==> config.mk <==
export PLATFORM = sky130hd
export DESIGN_NAME = rme_cell
export DESIGN_NICKNAME = d
export VERILOG_FILES = /design/src/sv/rme_pkg.sv /design/src/sv/rme_cell.sv
export SDC_FILE = /design/constraint.sdc
export NUM_CORES = 1
export LEC_CHECK = 0
export BUFFER_PORTS_ARGS = -buffer_cell sky130_fd_sc_hd__buf_2
export CORE_MARGIN = 2
export CORE_UTILIZATION = 44
export CTS_BUF_LIST = sky130_fd_sc_hd__clkbuf_8
export DETAILED_ROUTE_END_ITERATION = 12
export GPL_TIMING_DRIVEN = 0
export PLACE_DENSITY = 0.71
export SYNTH_ARGS = -nofsm -noshare
export SYNTH_HDL_FRONTEND = slang
export SYNTH_SLANG_ARGS = --single-unit
==> constraint.sdc <==
create_clock -name clk -period 1.3 [get_ports clk]
set_clock_uncertainty 0.2 [all_clocks]
set_input_delay 0.13 -clock clk [delete_from_list [all_inputs] [get_ports clk]]
set_output_delay 0.13 -clock clk [all_outputs]
set_load 0.005 [all_outputs]
==> src/sv/rme_pkg.sv <==
package rme_pkg;

    localparam int DW = 32;
    localparam int MAX_STEPS = 24;
    localparam int PRE_SHIFT = 8;
    localparam logic signed [16:0] INV_GAIN = 17'sd39797;
    localparam logic [31:0] HALF_TURN = 32'h8000_0000;
    localparam logic [31:0] ROUND_HALF = 32'h0000_8000;

    localparam logic [31:0] ATAN_TAB [MAX_STEPS] = '{
        32'h20000000, 32'h12E4051E, 32'h09FB385B, 32'h051111D4, 32'h028B0D43,
        32'h0145D7E1, 32'h00A2F61E, 32'h00517C55, 32'h0028BE53, 32'h00145F2F,
        32'h000A2F98, 32'h000517CC, 32'h00028BE6, 32'h000145F3, 32'h0000A2F9,
        32'h0000517C, 32'h000028BE, 32'h0000145F, 32'h00000A2F, 32'h00000517,
        32'h0000028B, 32'h00000145, 32'h000000A2, 32'h00000051
    };

    function automatic logic [15:0] to_angle(input logic [31:0] z);
        logic [31:0] t;
        t = z + ROUND_HALF;
        return t[31:16];
    endfunction

endpackage

==> src/sv/rme_cell.sv <==
module rme_cell #(
    parameter int STEP = 0,
    parameter int NVEC = 1
) (
    input  logic                          clk,
    input  logic                          rst_n,
    input  logic                          adv,
    input  logic                          act_in,
    input  logic signed [rme_pkg::DW-1:0] x_in [NVEC],
    input  logic signed [rme_pkg::DW-1:0] y_in [NVEC],
    input  logic        [31:0]            z_in,
    output logic                          act_reg,
    output logic signed [rme_pkg::DW-1:0] x_reg [NVEC],
    output logic signed [rme_pkg::DW-1:0] y_reg [NVEC],
    output logic        [31:0]            z_reg
);

    localparam logic [31:0] ATAN = rme_pkg::ATAN_TAB[STEP];

    logic signed [rme_pkg::DW-1:0] x_next [NVEC];
    logic signed [rme_pkg::DW-1:0] y_next [NVEC];
    logic        [31:0]            z_next;
    logic                          d;

    always_comb
    begin
        d = (y_in[0] >= 0);
        for (int k = 0; k < NVEC; k++)
        begin
            if (!act_in)
            begin
                x_next[k] = x_in[k];
                y_next[k] = y_in[k];
            end
            else if (d)
            begin
                x_next[k] = x_in[k] + (y_in[k] >>> STEP);
                y_next[k] = y_in[k] - (x_in[k] >>> STEP);
            end
            else
            begin
                x_next[k] = x_in[k] - (y_in[k] >>> STEP);
                y_next[k] = y_in[k] + (x_in[k] >>> STEP);
            end
        end
        if (!act_in)
            z_next = z_in;
        else if (d)
            z_next = z_in + ATAN;
        else
            z_next = z_in - ATAN;
    end

    always_ff @(posedge clk or negedge rst_n)
    begin
        if (!rst_n)
            act_reg <= 1'b0;
        else if (adv)
            act_reg <= act_in;
    end

    always_ff @(posedge clk)
    begin
        if (adv)
        begin
            x_reg <= x_next;
            y_reg <= y_next;
            z_reg <= z_next;
        end
    end

endmodule
==> results of run 1 <==
[layout make-up]
| class | count | share of cell area (%) |
|---|---|---|
| Tap cell | 270 | 2.33 |
| Multi-Input combinational cell | 838 | 49.6 |
| Clock inverter | 7 | 0.562 |
| Sequential cell | 97 | 20.1 |
| Timing Repair Buffer | 373 | 20.0 |
| Clock buffer | 9 | 0.856 |
| Inverter | 103 | 3.43 |
| Buffer | 53 | 3.09 |
[worst max-delay path: stages]
cell,delay (ns)
buf_12,0.11
ha_4,0.16
fa_2,0.39
nand2b_4,0.10
a2111o_1,0.22
a31oi_4,0.15
o311ai_4,0.37
a211oi_4,0.14
o41ai_2,0.30
nand2b_1,0.18
mux2_4,0.30
a221o_1,0.31
[repair_timing]
| item | in CTS | in global routing |
|---|---|---|
| hold endpoints to repair | 116 | 12 |
| gates resized for setup | 184 | 156 |
| setup endpoints to repair | 70 | 77 |
| hold buffers | 89 | 1 |
| setup buffers | 37 | 48 |
| gates cloned | 1 | 1 |
| pin swaps | 64 | 102 |
[stage by stage]
stage,hold WS [ns],util [%]
2_1_floorplan,-0.366,-
3_3_place_gp,-0.296,55.6
3_5_place_dp,-0.293,55.7
4_1_cts,-0.0404,66.2
5_1_grt,-0.0237,71.1
6_report,-0.0472,71.1
[power by group through the flow]
stage / Clock [uW] / Sequential (uW) / Combinational [uW]
after floorplan: 0 / 4080 / 2670
after global placement: 0 / 4020 / 4210
after CTS: 2190 / 3950 / 5010
after detailed placement: 0 / 4010 / 4230
after global routing: 2270 / 3990 / 6140
final: 2150 / 3950 / 5790
[how the worst max path moves through the flow]
stage | slack (ns) | depth (start not counted) | startpoint | endpoint
after floorplan | -1.53 | 11 | x_in[0] | y_reg[30]
after global placement | -2.42 | 12 | x_in[0] | y_reg[30]
after detailed placement | -2.44 | 12 | x_in[0] | y_reg[30]
after CTS | -1.51 | 12 | x_in[0] | y_reg[30]
after global routing | -1.69 | 13 | x_in[19] | y_reg[30]
final | -1.57 | 12 | x_in[0] | y_reg[30]
[layout by cell type, fill, tap and decap left out, drive strengths merged, types with 5 or more instances in the layout]
master       synthesis  routed
o311ai               5       5
inv                103     104
clkbuf              41      44
o211ai              11      11
o21bai              14      14
nand2               53      53
a31oi               14      14
nand4                8       8
nor2               109     109
nor3                14      14
xor2                 7       7
o21ai               80      80
o31ai                6       6
and3                 8       8
a21o                19      19
mux2                 5       5
a211oi               9       9
a211o                7       7
dlygate4sd3          0      90
or2                  7       7
mux2i               24      24
or3                 13      13
ha                 102     102
o21a                 9       9
edfxtp              96      96
and2                 5       5
buf                 18     298
nor2b               11      11
nand2b              14      14
nor4                 7       7
xnor2               43      43
o2111ai              6       6
nand3               21      21
a21oi              154     154
[cells by family (layout without fill, tap and decap cells)]
logic type / after synthesis / after routing / synth area share, %
compound gates: 374 / 374 / 24.8
simple gates: 280 / 280 / 14.3
buf+inv: 162 / 545 / 6.77
fa+ha+maj: 105 / 105 / 14.5
flops: 97 / 97 / 31.6
xor+xnor: 50 / 50 / 4.76
mux: 29 / 29 / 3.22
[routing by layer]
layer	vias up	track usage [%]
li1	4707	-
met1	4910	40.7
met2	533	55.7
met3	154	4.66
met4	0	12.8
met5	-	0
==> out/metrics.cfg, run 1 <==
[power]
power.leakage_uw=0.00611
clockPowerShare_pct=18.1
seqPwrFrac_pct=33.2
net-switching-power_uw=4620
ir_worst_vdd_v=0.000471
p_per_area_nw_per_um2=822
combPwrFrac_pct=48.7
p_int_uw=7280
power_uw=11900
switching_share_pct=38.8

[worst_hold_path]
min_to=y_reg[6]
holdPathStages=1
hold_class=primary input to register
hold_start=adv

[detailed_routing]
top_layer=met4
dr.pass1.iters=5
ant_nets=0
routed_wirelength_um=37900
dr_total_vias=10300
routedWlPerCell_um=21.6
vias_per_cell=5.89
wl_met1_um=15200
wl_met3_um=2610
drc=0
route.met2.wl_um=17900
dr.first_iter.drc_count=909

[timing]
post-route-min-period_ns=2.87
tightest_slew_ns=1.04
max_freq_mhz=348
slew_violations=0
hold_viol_final=28
finalWorstSetupSlack_ns=-1.57
holdWs_ns=-0.0472
slew-limit-headroom_pct=30.5
final.setup.tns_ns=-63.29
finalSetupViolCount=65
rsz0062_at_grt=true
final.period_utilization_pct=221

[cells_and_area]
drive_gt1_share_pct=39.8
n_fill_cell=1551
nNetsFinal=1680
seqCellArea_sq_um=2910
finalNonFillerCells=1750
area_delta_synth_final_pct=57.3
multiInputGateArea_sq_um=7180
antenna_cells=0
design_area_sq_um=14500

[place]
port_buffers=195
pre_cts_slack_ns=-2.44
dp_cells=1563
routabilityCongestion=0.958
post-dp-hpwl_um=25800
place_area_sq_um=11400

[synthesis]
yosysMostFrequentCell=a21oi_1
synth-main-ff-cell=edfxtp_1
netlist_area_sq_um=9200
ys_seq_area_share_pct=31.6
yosysWarnings=0
synth_cells=1097
synth.largest_area_cell=edfxtp_1
synth_nets=1302
synth_area_leaders=edfxtp_1, ha_1, a21oi_1
synth_top_area_share_pct=31.3
synth-seq-cells=97
ys_top_cells_by_count=a21oi_1, nor2_1, ha_1
syn_avg_cell_area_sq_um=8.39
ys_types=69
synth_async_sr_flop_share_pct=1.03
synth_edf_count=96

[global_routing]
grt_first_pass_wirelength_um=54700
first_global_vias=9817
grt.total_usage_pct=32.3
overflow=0
grt_antenna_before_repair=0
grt_max_degree=70

[outcome]
violations=hold timing, setup timing
status=finished, violations left

[clock_tree]
cts_tree=done
cts_buffers=9
cts_buffer_depth=2
cts_sinks=97
cts_max_level=3
clk_latency_ns=0.41
cts-root-buf=clkbuf_8
path_clk_slew_ns=0.13

[setup_path]
cp_max_fo=3
reg2reg_setup_slack_ns=0.07
r2r-end=act_reg
r2r-start=act_reg
rr_worst_depth=3
cp-start-kind=primary input
crit_required_ns=1.28
endpoint_kind=register
worstSetupPathType=primary input to register
cp.arrival_ns=2.86

[floorplan]
initial_core_util_pct=45.2
die_area_sq_um=22100
die_h_um=149
core-area_sq_um=20400
die_x_um=149
num_rows=52
io-pin-count=197

[run]
max_cap_viol_count=0

Power figures use the tool's default switching activity.
==> run 2, diff against run 1 <==
--- a/config.mk
+++ b/config.mk
@@ -11,7 +11,7 @@
 export CTS_BUF_LIST = sky130_fd_sc_hd__clkbuf_8
 export DETAILED_ROUTE_END_ITERATION = 12
 export GPL_TIMING_DRIVEN = 0
-export PLACE_DENSITY = 0.71
+export PLACE_DENSITY = 0.72
 export SYNTH_ARGS = -nofsm -noshare
 export SYNTH_HDL_FRONTEND = slang
 export SYNTH_SLANG_ARGS = --single-unit
==> run 2 against run 1 <==
Compared with the run above:
- the flow still finishes with violations (hold timing, setup timing)
- clock power is essentially flat
- register-to-register slack gained 0.25 ns
- final area grew 0.22%
- critical path type unchanged
- critical endpoint unchanged
- largest cell class unchanged
==> out/metrics.cfg, run 2 (synthesis results as in run 1) <==
[worst_hold_path]
hold_class=primary input to register

[cells_and_area]
drive_gt1_share_pct=39.8  ; -0.041 points
nNetsFinal=1679  ; -0.060%
seqCellArea_sq_um=2910  ; unchanged
area_delta_synth_final_pct=57.6
n_fill_cell=1518  ; -2.1%
antenna_cells=0  ; unchanged
final_cell_mix=buf_2, a21oi_1, nor2_1
multiInputGateArea_sq_um=7180  ; about the same
final_common_cell=buf_2

[setup_path]
crit_buf_inv=1  ; unchanged
reg2reg_setup_slack_ns=0.32  ; +0.25 ns
worstPathCellList=buf_12 -> ha_4 -> fa_2 -> nand2b_4 -> a2111o_1 -> a31oi_4 -> o311ai_4 -> a211oi_2 -> o41ai_2 -> nand2b_1 -> mux2_4 -> a221o_1
cp_max_fo=3  ; unchanged
crit_required_ns=1.25  ; -0.03 ns
critPathTopFamily=compound AO/OA/AOI/OAI gates
cp_slowest_cell=fa_2
cp.arrival_ns=2.87  ; about the same
endpoint_kind=register
critPathMaxStageDelay_ns=0.40  ; about the same
worstSetupPathType=primary input to register
cp-start-kind=primary input

[timing]
finalWorstSetupSlack_ns=-1.62  ; -0.0479 ns
slew-limit-headroom_pct=27.7  ; -2.8 points
slew_violations=0  ; unchanged
finalSetupViolCount=62  ; -4.6%
max_freq_mhz=343  ; -1.6%
post-route-min-period_ns=2.92  ; +0.0479 ns
final.period_utilization_pct=225  ; +3.7 points
tightest_slew_ns=1.08  ; +0.0419 ns
holdWs_ns=-0.0258  ; +0.0213 ns
final.setup.tns_ns=-65.03  ; -1.73 ns
hold_viol_final=12  ; -57%
rsz0062_at_grt=true

[floorplan]
io-pin-count=197  ; unchanged
die_area_sq_um=22100  ; unchanged
core-area_sq_um=20400  ; unchanged
die_h_um=149  ; unchanged
die_x_um=149  ; unchanged
num_rows=52  ; unchanged
initial_core_util_pct=45.2  ; unchanged

[global_routing]
grt_antenna_before_repair=0  ; unchanged
overflow=0  ; unchanged
grt.total_usage_pct=32.6  ; +0.38 points
grt_first_pass_wirelength_um=55400  ; +1.2%
grt_max_degree=68  ; -2.9%
first_global_vias=10100  ; +3.4%

[clock_tree]
cts_sinks=97  ; unchanged
cts_buffer_depth=2  ; unchanged
path_clk_slew_ns=0.12  ; about the same
cts_tree=done
cts_max_level=3  ; unchanged
cts-root-buf=clkbuf_8
clk_latency_ns=0.41  ; about the same
cts_buffers=9  ; unchanged

[detailed_routing]
dr.first_iter.drc_count=1014  ; +12%
vias_per_cell=5.94  ; +0.84%
routed_wirelength_um=37500  ; -1.0%
dr.pass1.iters=5  ; unchanged
drc=0  ; unchanged
dr_total_vias=10400  ; +0.79%
ant_nets=0  ; unchanged
routedWlPerCell_um=21.4  ; -0.96%

[power]
ir_worst_vdd_v=0.000519  ; +10%
power_uw=12000  ; +0.55%
p_per_area_nw_per_um2=825  ; +0.33%
power.leakage_uw=0.00609  ; -0.23%

[place]
port_buffers=195  ; unchanged
routabilityCongestion=0.964  ; +0.60%
post-dp-hpwl_um=25400  ; -1.5%

[outcome]
status=finished, violations left
violations=hold timing, setup timing

[run]
max_cap_viol_count=0  ; unchanged

run 2: timing repair:
| action | in CTS | in global routing |
|---|---|---|
| pin swaps | 114 | 93 |
| setup endpoints to repair | 74 | 89 |
| hold buffers | 93 | 1 |
| setup buffers | 51 | 34 |
| resized for setup | 232 | 120 |
| endpoints found under the hold margin | 116 | 7 |
| cloned | 0 | 0 |
run 2: layout make-up:
type	instances	area share, %
clock inverter	7	0.561
buffer	54	3.33
sequential	97	20.0
tap	270	2.33
clock buffer	9	0.854
inverter	103	3.42
multi-input combinational	838	49.5
timing repair buffer	371	20.0
run 2: metrics by stage:
step                      cell area (sq um)  std cells  setup WS, ns  hold WS, ns  util, %
after floorplan                       10000       1097         -1.53       -0.366        -
after global placement                11300       1562         -2.33       -0.291     55.6
after detailed placement              11400       1563         -2.33       -0.290     55.7
after CTS                             13800       1718         -1.55      -0.0289     67.8
after global routing                  14500       1749         -1.73     -0.00972     71.2
final                                 14500       1749         -1.62      -0.0258     71.2
run 2: power breakdown:
group	switching, uW	internal (uW)	leakage, uW
combinational	3170	2660	0.00504
clock	1400	780	0.000104
sequential	80.1	3860	0.000952
run 2: per-layer routing:
metal  wire length (um)  track usage, %  vias to the layer above  part of all wire, %
met3               3040            5.12                      146                  8.1
met2              17600            54.9                      607                   47
met1              15000            41.3                     4940                   40
met4               1860            15.2                        0                  5.0
met5                  0               0                        -                    0
li1                   -               -                     4692                    -
run 2: final timing paths:
| kind | start | end | cells past startpoint |
|---|---|---|---|
| max in group asynchronous | rst_n | act_reg | 3 |
| worst max register to register | act_reg | act_reg | 1 |
| worst min register to register | act_reg | act_reg | 1 |
| worst min-delay path | adv | x_reg[6] | 1 |
| worst max-delay path | x_in[0] | y_reg[30] | 12 |
| min in group asynchronous | rst_n | act_reg | 3 |
==> run 3, diff against run 2 <==
--- a/config.mk
+++ b/config.mk
@@ -6,6 +6,7 @@
 export NUM_CORES = 1
 export LEC_CHECK = 0
 export BUFFER_PORTS_ARGS = -buffer_cell sky130_fd_sc_hd__buf_2
+export CORE_ASPECT_RATIO = 0.5
 export CORE_MARGIN = 2
 export CORE_UTILIZATION = 44
 export CTS_BUF_LIST = sky130_fd_sc_hd__clkbuf_8
==> run 3 against run 2 <==
Compared with the run above:
- the run still ends with hold timing, setup timing left
- clock power is essentially flat
- non-clock buffer count up 24
- sequential share of layout area decreased by 0.45 points
- routed wire length rose by 9.7%
- largest cell class unchanged
- utilization grew 1.1 points
- setup slack worse by 0.026 ns
- cell count grew 1.5%
- highest routed layer unchanged
- combinational power up 4.1%
- critical path type unchanged
- sequential power hardly changed
- register-to-register slack improved by 0.04 ns
==> out/metrics.cfg, run 3 (synthesis results as in run 1) <==
[timing]
rsz0062_at_grt=true
hold_viol_final=1  ; -11
final.setup.tns_ns=-67.24  ; -2.21 ns
holdWs_ns=-0.000158  ; +0.0257 ns
slew-limit-headroom_pct=16.4  ; -11 points
tightest_slew_ns=1.25  ; +0.169 ns
final.period_utilization_pct=227  ; +2.0 points
max_freq_mhz=339  ; -0.89%
finalWorstSetupSlack_ns=-1.65  ; -0.0261 ns
post-route-min-period_ns=2.95  ; +0.0261 ns
slew_violations=0  ; unchanged
finalSetupViolCount=73  ; +18%

[power]
p_per_area_nw_per_um2=822  ; -0.30%
power.leakage_uw=0.00623  ; +2.2%
switching_share_pct=38.5  ; -0.44 points
seqPwrFrac_pct=32.4  ; -0.6 points
p_int_uw=7510  ; +2.7%
combPwrFrac_pct=49.8  ; +1.0 points
net-switching-power_uw=4690  ; +0.83%
ir_worst_vdd_v=0.000547  ; +5.5%
clockPowerShare_pct=17.9  ; -0.3 points

[outcome]
status=finished, violations left
violations=hold timing, setup timing

[cells_and_area]
area_delta_synth_final_pct=61.3
nNetsFinal=1703  ; +1.4%
final_cell_mix=buf_2, a21oi_1, nor2_1
drive_gt1_share_pct=40.9  ; +1.1 points
final_common_cell=buf_2
n_fill_cell=1524  ; +0.40%
design_area_sq_um=14800  ; +2.3%
antenna_cells=0  ; unchanged

[place]
routabilityCongestion=0.938  ; -2.6%
place_area_sq_um=11400  ; about the same
post-dp-hpwl_um=27900  ; +10%
port_buffers=195  ; unchanged

[detailed_routing]
dr.first_iter.drc_count=1089  ; +7.4%
routed_wirelength_um=41100  ; +9.7%
routedWlPerCell_um=23.2  ; +8.1%
dr_total_vias=10700  ; +2.7%
vias_per_cell=6.01  ; +1.2%
ant_nets=0  ; unchanged
dr.pass1.iters=6  ; +1
drc=0  ; unchanged

[setup_path]
worstSetupPathType=primary input to register
endpoint_kind=register
r2r-start=act_reg
crit_required_ns=1.30  ; +0.05 ns
cp_slowest_cell=o311ai_4
cp_max_fo=3  ; unchanged
cp.arrival_ns=2.94  ; +0.07 ns
crit_buf_inv=1  ; unchanged
reg2reg_setup_slack_ns=0.36  ; +0.04 ns
critPathMaxStageDelay_ns=0.41  ; about the same
critPathTopFamily=compound AO/OA/AOI/OAI gates
worstPathCellList=buf_12 -> ha_4 -> fa_2 -> nand2b_4 -> a2111o_1 -> a31oi_4 -> o311ai_4 -> a211oi_4 -> o41ai_2 -> nand2b_1 -> mux2_4 -> a221o_1
cp-start-kind=primary input
rr_worst_depth=1  ; unchanged
r2r-end=act_reg

[global_routing]
grt_antenna_before_repair=0  ; unchanged
overflow=0  ; unchanged
grt.total_usage_pct=35.5  ; +2.8 points
grt_first_pass_wirelength_um=59700  ; +7.7%
grt_max_degree=61  ; -10%
first_global_vias=10200  ; +0.64%

[clock_tree]
clk_latency_ns=0.44  ; +0.03 ns
path_clk_slew_ns=0.10  ; -0.02 ns
cts_buffer_depth=2  ; unchanged
cts_sinks=97  ; unchanged
cts-root-buf=clkbuf_8
cts_tree=done
cts_buffers=9  ; unchanged
cts_max_level=3  ; unchanged

[worst_hold_path]
hold_class=primary input to register
min_to=x_reg[9]
hold_start=adv
holdPathStages=1  ; unchanged

[floorplan]
io-pin-count=197  ; unchanged
die_h_um=106  ; -29%
initial_core_util_pct=44.9  ; -0.32 points
core-area_sq_um=20500  ; +0.71%
die_x_um=209  ; +40%
num_rows=37  ; -29%
die_area_sq_um=22200  ; +0.32%

[run]
max_cap_viol_count=0  ; unchanged

[run 3: cell count changes in the layout (fill, tap and decap cells not counted), moves of 4 or more]
cell	previous run	this run
mux2i_2	4	0
buf_6	38	44
buf_4	62	75
a21oi_1	115	107
buf_8	16	11
o21ai_0	31	27
buf_12	7	11
a21oi_2	31	40
[run 3: final cells by class]
| type | count | area (sq um) | area share, % |
|---|---|---|---|
| Buffer | 52 | 444 | 2.99 |
| Clock buffer | 9 | 124 | 0.835 |
| Clock inverter | 6 | 73.8 | 0.497 |
| Inverter | 103 | 495 | 3.34 |
| Multi-Input combinational cell | 838 | 7310 | 49.3 |
| Sequential cell | 97 | 2910 | 19.6 |
| Tap cell | 273 | 342 | 2.30 |
| Timing Repair Buffer | 397 | 3140 | 21.2 |
[run 3: routing by layer]
layer / up-vias / share of wire (%) / track usage [%]
met1: 5212 / 44 / 48.3
met3: 112 / 7.8 / 6.56
li1: 4740 / - / -
met2: 598 / 45 / 57.8
met4: 0 / 3.2 / 10.3
met5: - / 0 / 0
[run 3: timing repair]
item / in CTS / in global routing
pin swaps: 115 / 89
setup buffers: 77 / 31
hold buffers: 98 / 0
gates resized for setup: 251 / 129
hold endpoints to repair: 102 / 0
setup endpoints to repair: 100 / 140
[run 3: power by group through the flow]
| stage | registers [uW] | logic, uW | clock network (uW) |
|---|---|---|---|
| 3_3_place_gp | 4010 | 4270 | 0 |
| 4_1_cts | 3950 | 5430 | 2200 |
| 3_5_place_dp | 4020 | 4310 | 0 |
| 2_1_floorplan | 4080 | 2670 | 0 |
| 5_1_grt | 3980 | 6390 | 2320 |
| 6_report | 3950 | 6070 | 2180 |
[run 3: worst max path at each step]
stage                     depth (start not counted)   endpoint  slack (ns)     from
final                                            12  y_reg[30]       -1.65  x_in[0]
after global routing                             12  y_reg[30]       -1.68  x_in[0]
after CTS                                        12  y_reg[30]       -1.53  x_in[0]
after detailed placement                         12  y_reg[30]       -2.57  x_in[0]
after global placement                           12  y_reg[30]       -2.54  x_in[0]
after floorplan                                  11  y_reg[30]       -1.53  x_in[0]
[run 3: metrics by stage]
stage	setup WS (ns)	std cells	util (%)	total power (uW)
detailed placement	-2.57	1566	55.4	8330
global placement	-2.54	1565	55.2	8280
finish	-1.65	1775	72.4	12200
floorplan	-1.53	1097	-	6750
global route	-1.68	1775	72.4	12700
CTS	-1.53	1749	68.9	11600
